==> config.mk <==
export PLATFORM = sky130hd
export DESIGN_NAME = numeric_literal_parser
export DESIGN_NICKNAME = d
export VERILOG_FILES = /design/src/rtl/nlp_pkg.sv /design/src/rtl/nlp_step.sv /design/src/rtl/numeric_literal_parser.sv
export SDC_FILE = /design/constraint.sdc
export NUM_CORES = 1
export LEC_CHECK = 0
export ABC_CLOCK_PERIOD_IN_PS = 4220
export BUFFER_PORTS_ARGS = -buffer_cell sky130_fd_sc_hd__buf_2
export CAP_MARGIN = 10
export CORE_AREA = 2 2 88 90
export DETAILED_ROUTE_END_ITERATION = 8
export DIE_AREA = 0 0 90 92
export GPL_TIMING_DRIVEN = 0
export HOLD_SLACK_MARGIN = 0.1
export PLACE_DENSITY = 0.8
export SLEW_MARGIN = 10
export SYNTH_ARGS = -nofsm -noshare
export SYNTH_HDL_FRONTEND = slang
export SYNTH_SLANG_ARGS = --single-unit
==> constraint.sdc <==
create_clock -name clk -period 4.22 [get_ports clk]
set_input_delay 1.266 -clock clk [delete_from_list [all_inputs] [get_ports clk]]
set_output_delay 1.266 -clock clk [all_outputs]
set_load 0.01 [all_outputs]
==> src/rtl/nlp_pkg.sv <==
`default_nettype none

package nlp_pkg;

    localparam int CharW  = 8;
    localparam int AccumW = 17;
    localparam int DigitW = 4;

    // Character codes
    localparam logic [CharW-1:0] CH_MINUS   = 8'h2D;
    localparam logic [CharW-1:0] CH_ZERO    = 8'h30;
    localparam logic [CharW-1:0] CH_SEVEN   = 8'h37;
    localparam logic [CharW-1:0] CH_NINE    = 8'h39;
    localparam logic [CharW-1:0] CH_UPPER_A = 8'h41;
    localparam logic [CharW-1:0] CH_UPPER_F = 8'h46;
    localparam logic [CharW-1:0] CH_UPPER_X = 8'h58;
    localparam logic [CharW-1:0] CH_LOWER_A = 8'h61;
    localparam logic [CharW-1:0] CH_LOWER_F = 8'h66;
    localparam logic [CharW-1:0] CH_LOWER_X = 8'h78;

    // Per-digit overflow guards and final range limits
    localparam logic [AccumW-1:0] GUARD_DEC = 17'd6553;
    localparam logic [AccumW-1:0] GUARD_OCT = 17'd8191;
    localparam logic [AccumW-1:0] GUARD_HEX = 17'd4095;
    localparam logic [AccumW-1:0] LIMIT_NEG = 17'd32768;

    typedef enum logic [7:0] {
        PH_START  = 8'b0000_0001,
        PH_SIGNED = 8'b0000_0010,
        PH_ZERO   = 8'b0000_0100,
        PH_HEXPRE = 8'b0000_1000,
        PH_OCT    = 8'b0001_0000,
        PH_DEC    = 8'b0010_0000,
        PH_HEX    = 8'b0100_0000,
        PH_REJECT = 8'b1000_0000
    } phase_t;

    typedef struct packed {
        phase_t              phase;
        logic                negative;
        logic [AccumW-1:0]   accum;
    } parse_state_t;

    typedef struct packed {
        logic                accepted;
        logic [AccumW-1:0]   number;
    } verdict_t;

    localparam parse_state_t STATE_RESET = '{phase: PH_START, negative: 1'b0, accum: '0};

    // {valid, value} of a hex digit character
    function automatic logic [DigitW:0] hex_digit(input logic [CharW-1:0] c);
        logic [DigitW:0] r;
        r = '0;
        if (c >= CH_ZERO && c <= CH_NINE)
            r = {1'b1, c[DigitW-1:0]};
        else if ((c >= CH_LOWER_A && c <= CH_LOWER_F) || (c >= CH_UPPER_A && c <= CH_UPPER_F))
            r = {1'b1, c[DigitW-1:0] + 4'd9};
        return r;
    endfunction

endpackage

`default_nettype wire

==> src/rtl/nlp_step.sv <==
`default_nettype none

module nlp_step (
    input  nlp_pkg::parse_state_t          cur,
    input  logic [nlp_pkg::CharW-1:0]      char_code,
    input  logic                           end_mark,
    output nlp_pkg::parse_state_t          nxt,
    output nlp_pkg::verdict_t              verdict
);
    import nlp_pkg::*;

    logic                is_dec;
    logic                is_oct;
    logic [DigitW:0]     hex;
    logic [AccumW-1:0]   dec_acc;
    logic [AccumW-1:0]   oct_acc;
    logic [AccumW-1:0]   hex_acc;
    logic [AccumW-1:0]   digit;
    parse_state_t        take;
    logic                ok;

    assign is_dec = (char_code >= CH_ZERO) && (char_code <= CH_NINE);
    assign is_oct = (char_code >= CH_ZERO) && (char_code <= CH_SEVEN);
    assign hex    = hex_digit(char_code);
    assign digit  = {{(AccumW-DigitW){1'b0}}, char_code[DigitW-1:0]};

    // accum * 10 as (accum << 3) + (accum << 1), wrapped to the accumulator width
    assign dec_acc = {cur.accum[AccumW-4:0], 3'b000} + {cur.accum[AccumW-2:0], 1'b0} + digit;
    assign oct_acc = {cur.accum[AccumW-4:0], char_code[2:0]};
    assign hex_acc = {cur.accum[AccumW-5:0], hex[DigitW-1:0]};

    always_comb
    begin
        take = cur;
        unique case (cur.phase)
            PH_START, PH_SIGNED:
            begin
                if (cur.phase == PH_START && char_code == CH_MINUS)
                begin
                    take.negative = 1'b1;
                    take.phase    = PH_SIGNED;
                end
                else if (char_code == CH_ZERO)
                    take.phase = PH_ZERO;
                else if (is_dec)
                begin
                    take.accum = digit;
                    take.phase = PH_DEC;
                end
                else
                    take.phase = PH_REJECT;
            end
            PH_ZERO:
            begin
                if (char_code == CH_LOWER_X || char_code == CH_UPPER_X)
                    take.phase = PH_HEXPRE;
                else if (is_oct)
                begin
                    take.accum = digit;
                    take.phase = PH_OCT;
                end
                else
                    take.phase = PH_REJECT;
            end
            PH_HEXPRE:
            begin
                if (hex[DigitW])
                begin
                    take.accum = {{(AccumW-DigitW){1'b0}}, hex[DigitW-1:0]};
                    take.phase = PH_HEX;
                end
                else
                    take.phase = PH_REJECT;
            end
            PH_OCT:
            begin
                if (!is_oct || cur.accum > GUARD_OCT)
                    take.phase = PH_REJECT;
                else
                    take.accum = oct_acc;
            end
            PH_DEC:
            begin
                if (!is_dec || cur.accum > GUARD_DEC)
                    take.phase = PH_REJECT;
                else
                    take.accum = dec_acc;
            end
            PH_HEX:
            begin
                if (!hex[DigitW] || cur.accum > GUARD_HEX)
                    take.phase = PH_REJECT;
                else
                    take.accum = hex_acc;
            end
            default:
                take.phase = PH_REJECT;
        endcase
    end

    // Verdict on the end marker: a number phase, then the range check
    always_comb
    begin
        ok = (cur.phase == PH_ZERO) || (cur.phase == PH_OCT) ||
             (cur.phase == PH_DEC)  || (cur.phase == PH_HEX);
        if (cur.accum[AccumW-1] || (cur.negative && cur.accum > LIMIT_NEG))
            ok = 1'b0;
        verdict.accepted = ok;
        if (!ok)
            verdict.number = '0;
        else if (cur.negative)
            verdict.number = '0 - cur.accum;
        else
            verdict.number = cur.accum;
    end

    assign nxt = end_mark ? STATE_RESET : take;

endmodule

`default_nettype wire

==> src/rtl/numeric_literal_parser.sv <==
`default_nettype none

// Channel   Dir  Signals                         Content
// s_axis    in   tvalid tready tdata[7:0] tlast  one character; tlast = end marker
// m_axis    out  tvalid tready tdata[23:0] tuser verdict per end marker
//
// Each item is registered, stepped through the parser as it leaves the input
// register and, for an end marker, written to the result register: one item
// per cycle, stalls apart. The parse state register is the only loop.
// Reset (rst_n low, asynchronous) empties both registers and returns the
// parser to the start of a text. A stalled result holds only end markers
// back; plain characters keep flowing while it waits.
module numeric_literal_parser (
    input  logic        clk,
    input  logic        rst_n,
    input  logic        s_axis_tvalid,
    output logic        s_axis_tready,
    input  logic [7:0]  s_axis_tdata,   // [7:0] char_code
    input  logic        s_axis_tlast,   // end_mark
    output logic        m_axis_tvalid,
    input  logic        m_axis_tready,
    output logic [23:0] m_axis_tdata,   // [16:0] number (signed), [23:17] zero
    output logic        m_axis_tuser    // accepted
);
    import nlp_pkg::*;

    logic               in_vld_reg;
    logic [CharW-1:0]   in_char_reg;
    logic               in_last_reg;
    logic               out_vld_reg;
    verdict_t           out_reg;
    parse_state_t       state_reg;
    parse_state_t       state_next;
    verdict_t           verdict;
    logic               out_free;
    logic               stage_fire;
    logic               in_take;

    // Input stage drains when the item is a character, or the result slot is free
    assign out_free      = !out_vld_reg || m_axis_tready;
    assign stage_fire    = in_vld_reg && (!in_last_reg || out_free);
    assign s_axis_tready = !in_vld_reg || stage_fire;
    assign in_take       = s_axis_tvalid && s_axis_tready;

    nlp_step u_step (
        .cur       (state_reg),
        .char_code (in_char_reg),
        .end_mark  (in_last_reg),
        .nxt       (state_next),
        .verdict   (verdict)
    );

    always_ff @(posedge clk or negedge rst_n)
    begin
        if (!rst_n)
        begin
            in_vld_reg  <= 1'b0;
            out_vld_reg <= 1'b0;
            state_reg   <= STATE_RESET;
        end
        else
        begin
            if (in_take)
                in_vld_reg <= 1'b1;
            else if (stage_fire)
                in_vld_reg <= 1'b0;

            if (stage_fire && in_last_reg)
                out_vld_reg <= 1'b1;
            else if (m_axis_tready)
                out_vld_reg <= 1'b0;

            // advance the parser on every item that leaves the input stage
            if (stage_fire)
                state_reg <= state_next;
        end
    end

    // Payload: hold until the next load
    always_ff @(posedge clk)
    begin
        if (in_take)
        begin
            in_char_reg <= s_axis_tdata;
            in_last_reg <= s_axis_tlast;
        end
        if (stage_fire && in_last_reg)
            out_reg <= verdict;
    end

    assign m_axis_tvalid = out_vld_reg;
    assign m_axis_tuser  = out_reg.accepted;
    assign m_axis_tdata  = {{(24-AccumW){1'b0}}, out_reg.number};

    // An end marker must not overwrite a result that is still waiting
    a_no_overrun: assert property (@(posedge clk) disable iff (!rst_n)
        (in_vld_reg && in_last_reg && out_vld_reg && !m_axis_tready) |-> !stage_fire)
        else $error("end marker taken while result stalled");

    // The parser starts over after every end marker
    a_restart: assert property (@(posedge clk) disable iff (!rst_n)
        (stage_fire && in_last_reg) |=> (state_reg == STATE_RESET))
        else $error("parser not restarted after end marker");

    // A rejected text reports zero
    a_reject_zero: assert property (@(posedge clk) disable iff (!rst_n)
        (m_axis_tvalid && !m_axis_tuser) |-> (m_axis_tdata == 24'd0))
        else $error("rejected text with non-zero number");

    // A negative result never lies below -32768
    a_neg_range: assert property (@(posedge clk) disable iff (!rst_n)
        (m_axis_tvalid && m_axis_tuser && m_axis_tdata[16]) |-> m_axis_tdata[15])
        else $error("negative result out of range");

endmodule

`default_nettype wire

-- After elaboration in Yosys (flattened, before gate mapping)
Cells that the tools add are included.
- word-level logic and storage cells: 114
- bits of input ports: 13
- bits in registers: 55
- output and inout port bits: 27
- eq/ne operators: 23
- reductions and logical operators: 36
- $lt $le $gt $ge: 11
- muxes and demuxes: 31
- add/sub/neg operators: 4
- operators with widths (cell ; count):
    $mux 17 ; 10
    $pmux 17 s6 ; 1
    $mux 8 ; 9
    $pmux 8 s6 ; 1
    $gt 17x13->1 const B ; 2
    $mux 26 ; 1
    $eq 8x6->1 const B ; 3
    $eq 8x7->1 const B ; 3
    $ne 3x2->1 const B ; 6
    $ne 3x3->1 const B ; 6
    $add 17x17->17 ; 1
    $add 17x4->17 ; 1
    $gt 17x12->1 const B ; 1
    $gt 17x16->1 const B ; 1
    $sub 1x17->17 const A ; 1
    $ge 8x7->1 const B ; 2
    $le 8x6->1 const B ; 2
    $le 8x7->1 const B ; 2
    $logic_or 1x1->1 ; 12
    $reduce_and 11->1 ; 1
    $mux 5 ; 2
    $logic_and 1x1->1 ; 9
    $eq 8x1->1 const B ; 1
    $eq 8x2->1 const B ; 1
    other kinds (12) ; 26

-- Logic depth before layout (Yosys ltp)
Gate-level depths: netlist (run 1).
- depth after elaboration: 10
- depth in mapped cells: 12

-- By module
A second synthesis (run 1) with hierarchy kept.
- cell total of the unflattened synthesis: 556
- area total of the unflattened synthesis: 4961.0 um^2
- modules (own cells, without submodules) (module ; area each (um^2) ; sequential area each (um^2) ; times used ; cells each):
    numeric_literal_parser ; 2521.2 ; 1512.7 ; 1 ; 194
    nlp_step ; 2439.8 ; 0.0 ; 1 ; 362

-- Worst setup path before layout (run 1)
No wires, ideal clock.
- path type: register to register
- start point: register state_reg[2] in the netlist's numbering
- end point: register state_reg[12] in the netlist's numbering
- buffers on the path: 1
- data arrival time: 2995 ps
- library setup time: 125 ps
- stages on the path, launching flop included: 13
- slack: 1100 ps
- cell sequence: dfrtp_1 -> clkbuf_1 -> inv_1 -> fa_1 -> inv_1 -> fa_1 -> a211oi_1 -> o21a_1 -> o211ai_1 -> xor2_1 -> a222oi_1 -> nor2_1 -> mux2_4
- word-level cells in the longest chain between the ends: 5
- elaborated cells between the ends (all ways): 15
- classes of those cells: add/sub (2); order compare (3); eq/ne (3); mux (3); reduce/logical (4)
- ends and longest elaborated chain (what ; RTL line ; text):
    from (decl) ; numeric_literal_parser.sv:32 ; parse_state_t state_reg;
    from (signal assigned) ; numeric_literal_parser.sv:75 ; state_reg <= state_next;
    $add 17x17->17 ; nlp_step.sv:28 ; assign dec_acc = {cur.accum[AccumW-4:0], 3'b000} + {cur.accum[AccumW-2:0], 1'b0} + digit;
    $add 17x4->17 ; nlp_step.sv:28 ;
    $mux 17 ; nlp_step.sv:84 ; if (!is_dec || cur.accum > GUARD_DEC)
    $pmux 17 s6 ; nlp_step.sv:35 ; unique case (cur.phase)
    $mux 26 ; nlp_step.sv:117 ; assign nxt = end_mark ? STATE_RESET : take;
Parallel ways exist; a longest one is shown, timed or not. The select of a mux whose other input is x is not followed.
A chain may end at the register's enable or synchronous reset.

-- Final worst setup path (run 1)
- start point: register state_reg[0] in the netlist's numbering
- end point: register state_reg[12] in the netlist's numbering
Same word-level chain as after synthesis.

==> impl_metrics.json, run 1 <==
{
  "gr-total-overflow": 0,
  "nNetsFinal": 540,
  "dr_total_vias": 3660,
  "setup_slack_ps": 606,
  "finalPower_mw": 1.28,
  "status": "finished, final reports clean",
  "finalHoldViolCount": 0,
  "area_growth_pct": 9.96,
  "ys_ff_latch": 55,
  "rows": 32,
  "io_pins": 40,
  "cts_buffers": 5,
  "worstSetupPathType": "reg -> reg",
  "wire_per_inst_um": 15.8,
  "hold_path.class": "reg -> reg",
  "filler_cell_count": 605,
  "die_width_um": 90,
  "antenna_found_initial": 0,
  "netlist_area_um2": 4300,
  "tritoncts": "done",
  "post_cts_buffers": 0,
  "port-buffer-count": 32,
  "place_area_um2": 4610,
  "p_leak_nw": 2.07,
  "htreeDepth": 2,
  "first_global_vias": 3450,
  "ys.flop_type": "edfxtp_1",
  "drtIter0Drc": 334,
  "grt_max_degree": 29,
  "ys_top_cells_by_area": "edfxtp_1, dfrtp_1, ha_1",
  "dp_slack_ps": 670,
  "cp_data_required_time_ps": 4450,
  "yosysMostFrequentCell": "nor2_1",
  "core_area_um2": 7450,
  "grt_use_total": 0.239,
  "maxCapViolCount": 0,
  "dieArea_um2": 8280,
  "clkLatencyLatePin_ps": 330,
  "routed_wl_mm": 9.35,
  "fin_crit_sh": 0.856,
  "fin_crit_ps": 3610,
  "regArea_um2": 1510,
  "cts_hold_buf": 0,
  "finalSetupViolCount": 0,
  "r2r_slack_ps": 610,
  "synth_top_area_share": 0.189,
  "fin_util": 0.634,
  "place.gp.congestion": 0.908,
  "final_area_um2": 4720,
  "ys_types": 68,
  "rsz0062_at_grt": "no",
  "dp_cells": 584,
  "initial_core_util": 0.577,
  "fin_skew_ps": 14.6,
  "fmax_ghz": 0.277,
  "tightest_slew_ps": 896,
  "multi_input_area_um2": 2590,
  "synth_cells": 444,
  "syn_avg_cell_area_um2": 9.68,
  "maxSlewViolCount": 0,
  "routed_via_density": 6.18,
  "crit_arrival_ps": 3840,
  "worstSetupEndpointType": "flip-flop",
  "power_density_nw_per_um2": 272,
  "crit_fanout": 10,
  "ys_warn_count": 0,
  "holdWs_ps": 537,
  "timing.setup.tns_ps": 0,
  "ir_drop_mv": 0.177,
  "postCtsResizedCells": 0,
  "ant_nets": 0,
  "drt-pass1-iter-count": 6,
  "synth_edf_count": 27,
  "drc": 0,
  "final_cell_count_no_fill": 592,
  "dp_hpwl_mm": 6.98,
  "ys_top_cells_by_count": "nor2_1, ha_1, dfrtp_1, edfxtp_1, nand2_1",
  "cp-start-kind": "flip-flop",
  "seq_area_frac_synth": 0.352,
  "largest_register_ffs": 26,
  "grt_pass1_wl_mm": 16.4,
  "synthArstFlopShare": 0.509,
  "diodes": 0,
  "clkTransAtPathRegs_ps": 110,
  "maxSlewHeadroom": 0.402,
  "root_buffer": "clkbuf_8",
  "die_h_um": 92,
  "synth_top_area_cell": "edfxtp_1",
  "clock_path_buffers": 2,
  "drive_gt1_frac": 0.188,
  "cts_num_sinks": 55
}
-- layer usage --
layer / GRT usage / wire (um)
met5: 0 / 0
met3: 0.0337 / 574
met4: 0.0705 / 177
met2: 0.409 / 4500
met1: 0.317 / 4090
-- cells in the final DEF (no fill, tap or decap), types with 16 or more instances in the layout --
master    count
nor2_1       41
buf_2        38
ha_1         36
edfxtp_1     27
dfrtp_1      27
nand2_1      26
o21ai_0      17
clkbuf_1     16
xor2_1       16
a21oi_1      16
-- critical path: stages (launching register included) --
cell	delay, ps
dfrtp_1	590
inv_1	220
fa_1	550
inv_1	70
fa_1	480
a211oi_1	400
o21a_1	250
o211ai_1	130
xor2_1	180
a222oi_1	320
nor2_1	70
mux2_4	270
-- cells by family after synthesis --
kind of cell             Yosys count  synth area share
multiplexers                      22            0.0632
AO/OA/AOI/OAI                    101             0.169
flip-flops                        55             0.352
XOR/XNOR                          30            0.0612
buffers and inverters             47            0.0510
adder cells (fa/ha/maj)           38             0.114
other                              1          0.000873
AND/OR/NAND/NOR                  150             0.188
-- final timing paths --
| check | depth (start not counted) | endpoint | start |
|---|---|---|---|
| setup / recovery | 11 | state_reg[12] | state_reg[0] |
| hold / removal | 1 | state_reg[16] | state_reg[16] |
| setup reg to reg | 11 | state_reg[12] | state_reg[0] |
| hold reg to reg | 1 | state_reg[16] | state_reg[16] |
| max in group asynchronous | 1 | state_reg[5] | rst_n |
| min in group asynchronous | 1 | m_axis_tvalid | rst_n |
-- where the power goes --
part	switching, mW	internal [mW]
Combinational	0.181	0.119
Clock	0.187	0.179
Sequential	0.0267	0.590
-- layout make-up --
class,count,share of cell area
Multi-Input combinational cell,348,0.548
Timing Repair Buffer,32,0.0339
Tap cell,102,0.0270
Clock inverter,3,0.00980
Clock buffer,5,0.0146
Buffer,32,0.0344
Inverter,15,0.0119
Sequential cell,55,0.320
Power figures use the tool's default switching activity.
==> inputs of run 2 (changes only) <==
- ABC_AREA: default -> 0
- CTS_BUF_LIST: default -> sky130_fd_sc_hd__clkbuf_16
==> impl_metrics.json, run 2 (synthesis gave the netlist of run 1 again) <==
{
  "status": "finished, final reports clean",
  "area_growth_pct": 11.3,
  "first_global_vias": 3458,
  "postCtsResizedCells": 0,
  "htreeDepth": 2,
  "power_density_nw_per_um2": 292,
  "tritoncts": "done",
  "cp_data_required_time_ps": 4400,
  "crit_fanout": 10,
  "ant_nets": 0,
  "dr_total_vias": 3672,
  "maxCapViolCount": 0,
  "core_area_um2": 7450,
  "place.gp.congestion": 0.908,
  "final_cell_count_no_fill": 592,
  "post_cts_buffers": 0,
  "drt-pass1-iter-count": 6,
  "largest_register_ffs": 26,
  "nNetsFinal": 540,
  "drtIter0Drc": 339,
  "mostFrequentLayoutCell": "nor2_1",
  "cp-start-kind": "flip-flop",
  "maxSlewViolCount": 0,
  "hold_path.class": "reg -> reg",
  "crit_arrival_ps": 3830,
  "gr-total-overflow": 0,
  "finalHoldViolCount": 0,
  "dieArea_um2": 8280,
  "initial_core_util": 0.577,
  "routed_via_density": 6.20,
  "clock_path_buffers": 2,
  "rsz0062_at_grt": "no",
  "fin_crit_sh": 0.866,
  "diodes": 0,
  "cts_hold_buf": 0,
  "clkLatencyLatePin_ps": 300,
  "antenna_found_initial": 0,
  "cts_num_sinks": 55,
  "ir_drop_mv": 0.201,
  "fin_skew_ps": 9.71,
  "most-common-layout-cells": "nor2_1, buf_2, ha_1, edfxtp_1, dfrtp_1",
  "die_width_um": 90,
  "routed_wl_mm": 9.47,
  "fmax_ghz": 0.274,
  "tightest_slew_ps": 892,
  "dp_hpwl_mm": 6.98,
  "worstSetupPathType": "reg -> reg",
  "timing.setup.tns_ps": 0,
  "finalSetupViolCount": 0,
  "drive_gt1_frac": 0.188,
  "fin_crit_ps": 3650,
  "io_pins": 40,
  "port-buffer-count": 32,
  "rows": 32,
  "drc": 0,
  "clkTransAtPathRegs_ps": 70,
  "maxSlewHeadroom": 0.405,
  "p_leak_nw": 2.10,
  "root_buffer": "clkbuf_16",
  "grt_max_degree": 29,
  "cts_buffers": 5,
  "wire_per_inst_um": 16.0,
  "grt_use_total": 0.240,
  "dp_cells": 584,
  "grt_pass1_wl_mm": 16.5,
  "worstSetupEndpointType": "flip-flop",
  "die_h_um": 92
}
run 2: cell types whose count changed in the layout (fill, tap and decap cells not counted):
cell | before | now
clkbuf_16 | 0 | 5
clkbuf_8 | 5 | 0
run 2: per-layer routing:
layer	share of wire	wire length (um)	vias to the layer above	global-route usage
li1	-	-	1739	-
met1	0.45	4240	1776	0.321
met2	0.49	4610	138	0.412
met3	0.049	466	19	0.0312
met4	0.017	157	0	0.0692
met5	0	0	-	0
run 2: critical path, stage by stage (launching register included):
cell and delay (ps):
dfrtp_1 570, inv_1 220, fa_1 550, inv_1 70, fa_1 480, a211oi_1 400
o21a_1 260, o211ai_1 160, a41oi_1 260, xnor2_1 130, a222oi_1 330, o2bb2ai_1 110
run 2: final timing paths:
check	slack [ps]	cells after the start	endpoint	start
max in group asynchronous	2800	1	state_reg[5]	rst_n
setup reg to reg	570	11	state_reg[16]	state_reg[0]
hold reg to reg	530	1	state_reg[16]	state_reg[16]
setup / recovery	570	11	state_reg[16]	state_reg[0]
min in group asynchronous	990	1	state_reg[23]	rst_n
hold / removal	530	1	state_reg[16]	state_reg[16]
run 2: area by class of cell:
type / instances / area, um^2
multi-input cells: 348 / 2590
well taps: 102 / 128
fillers: 593 / 2670
clock buffers: 5 / 125
inverters: 15 / 56.3
repair buffers: 32 / 160
clock inverters: 3 / 46.3
flip-flops and latches: 55 / 1510
plain buffers: 32 / 163
run 2: power breakdown:
group          internal [mW]  total [mW]  switching, mW
clock                  0.282       0.480          0.198
sequential             0.590       0.617         0.0267
combinational          0.119       0.301          0.182
run 2: stage by stage:
| step | total power, mW | hold slack, ps | instance area (um^2) | setup WS, ps | utilization |
|---|---|---|---|---|---|
| 2_1_floorplan | 0.841 | 470 | 4320 | 1100 | - |
| 3_3_place_gp | 0.910 | 510 | 4610 | 707 | 0.619 |
| 3_5_place_dp | 0.921 | 509 | 4610 | 670 | 0.619 |
| 4_1_cts | 1.39 | 530 | 4780 | 636 | 0.642 |
| 5_1_grt | 1.46 | 581 | 4780 | 346 | 0.642 |
| 6_report | 1.40 | 529 | 4780 | 566 | 0.642 |
==> inputs of run 3 (changes only) <==
- BUFFER_PORTS_ARGS: -buffer_cell sky130_fd_sc_hd__buf_2 -> -buffer_cell sky130_fd_sc_hd__buf_4
==> impl_metrics.json, run 3 (synthesis gave the netlist of run 1 again) <==
{
  "crit_arrival_ps": 3810,
  "wl_met1_mm": 4.07,
  "timing.rr.start": "state_reg[2]",
  "wire_per_inst_um": 16.0,
  "worstSetupPathType": "reg -> reg",
  "most-common-layout-cells": "nor2_1, buf_4, ha_1, edfxtp_1, dfrtp_1",
  "finalSetupViolCount": 0,
  "largest_register_ffs": 26,
  "maxSlewHeadroom": 0.388,
  "fin_crit_sh": 0.863,
  "rsz0062_at_grt": "no",
  "critPathMaxStageDelay_ps": 500,
  "place.gp.congestion": 0.905,
  "rows": 32,
  "finalPower_mw": 1.33,
  "core_area_um2": 7450,
  "cts_buffers": 5,
  "hold_depth": 1,
  "clock_path_buffers": 2,
  "routed_wl_mm": 9.47,
  "cts_num_sinks": 55,
  "antenna_found_initial": 0,
  "fmax_ghz": 0.275,
  "post_cts_buffers": 0,
  "r2r_slack_ps": 580,
  "maxSlewViolCount": 0,
  "routed_via_density": 6.00,
  "clkLatencyLatePin_ps": 290,
  "htreeDepth": 2,
  "holdCritStartpoint": "state_reg[16]",
  "grt_use_total": 0.237,
  "grt_max_degree": 29,
  "nNetsFinal": 540,
  "cts_hold_buf": 0,
  "fin_crit_ps": 3640,
  "ir_drop_mv": 0.228,
  "place_area_um2": 4690,
  "dr_total_vias": 3550,
  "ant_nets": 0,
  "status": "finished, final reports clean",
  "drc": 0,
  "power_density_nw_per_um2": 275,
  "postCtsResizedCells": 0,
  "cp-start-kind": "flip-flop",
  "met2_length_mm": 4.62,
  "r2r_end": "state_reg[16]",
  "hold_path.class": "reg -> reg",
  "timing.setup.tns_ps": 0,
  "tightest_slew_ps": 917,
  "crit_fanout": 10,
  "fin_skew_ps": 3.93,
  "area_growth_pct": 12.4,
  "grt_pass1_wl_mm": 16.1,
  "first_global_vias": 3519,
  "dieArea_um2": 8280,
  "dp_hpwl_mm": 7.14,
  "initial_core_util": 0.577,
  "clkTransAtPathRegs_ps": 70,
  "worstSetupEndpointType": "flip-flop",
  "mostFrequentLayoutCell": "nor2_1",
  "cp_data_required_time_ps": 4390,
  "final_area_um2": 4830,
  "die_width_um": 90,
  "diodes": 0,
  "crit_path_top_delay_cell": "fa_1",
  "min_to": "state_reg[16]",
  "routed-wl-met3_um": 596,
  "tritoncts": "done",
  "drive_gt1_frac": 0.184,
  "gr-total-overflow": 0,
  "finalHoldViolCount": 0,
  "die_h_um": 92,
  "io_pins": 40,
  "rr_worst_depth": 12,
  "highest_layer": "met4",
  "cp_cell_sequence": "clkbuf_1 -> inv_1 -> fa_1 -> inv_1 -> fa_1 -> a211oi_1 -> o21a_1 -> o211ai_1 -> a41oi_1 -> xnor2_1 -> a222oi_1 -> o2bb2ai_1",
  "maxCapViolCount": 0,
  "drt-pass1-iter-count": 5,
  "drtIter0Drc": 269,
  "p_leak_nw": 2.11,
  "holdWs_ps": 552,
  "port-buffer-count": 32,
  "root_buffer": "clkbuf_16"
}
## run 3: critical path: cells and delay by family (launching register included)
| kind | cells | cell delay [ps] |
|---|---|---|
| xor gates and xnor gates | 1 | 130 |
| AOI/OAI and AO/OA | 6 | 1500 |
| buffers and inverters | 3 | 560 |
| adders and majority gates | 2 | 980 |
| DFF | 1 | 350 |
## run 3: per-layer routing
layer,global-route usage,vias to the layer above
met4,0.0756,0
met2,0.416,140
li1,-,1733
met1,0.307,1661
met5,0,-
met3,0.0279,16
## run 3: power breakdown
| group | switching [mW] | internal, mW |
|---|---|---|
| logic | 0.182 | 0.126 |
| clock network | 0.187 | 0.216 |
| registers | 0.0268 | 0.591 |
| total | 0.396 | 0.933 |
## run 3: metrics by stage
stage	worst slack, ps	cells	util
after floorplan	1100	450	-
after global placement	716	584	0.629
after detailed placement	621	584	0.630
after CTS	574	592	0.649
after global routing	331	592	0.649
final	580	592	0.649
## run 3: area by class of cell
class	instances	area, um^2
plain buffers	32	163
clock buffers	5	125
clock inverters	3	15.0
fillers	638	2620
inverters	15	56.3
multi-input cells	348	2590
flip-flops and latches	55	1510
well taps	102	128
repair buffers	32	240
## run 3: how the worst max path moves through the flow
stage                 startpoint             to
floorplan           state_reg[2]  state_reg[12]
global placement    state_reg[2]  state_reg[16]
detailed placement  state_reg[2]  state_reg[16]
CTS                 state_reg[2]  state_reg[11]
global route        state_reg[2]  state_reg[16]
finish              state_reg[2]  state_reg[16]
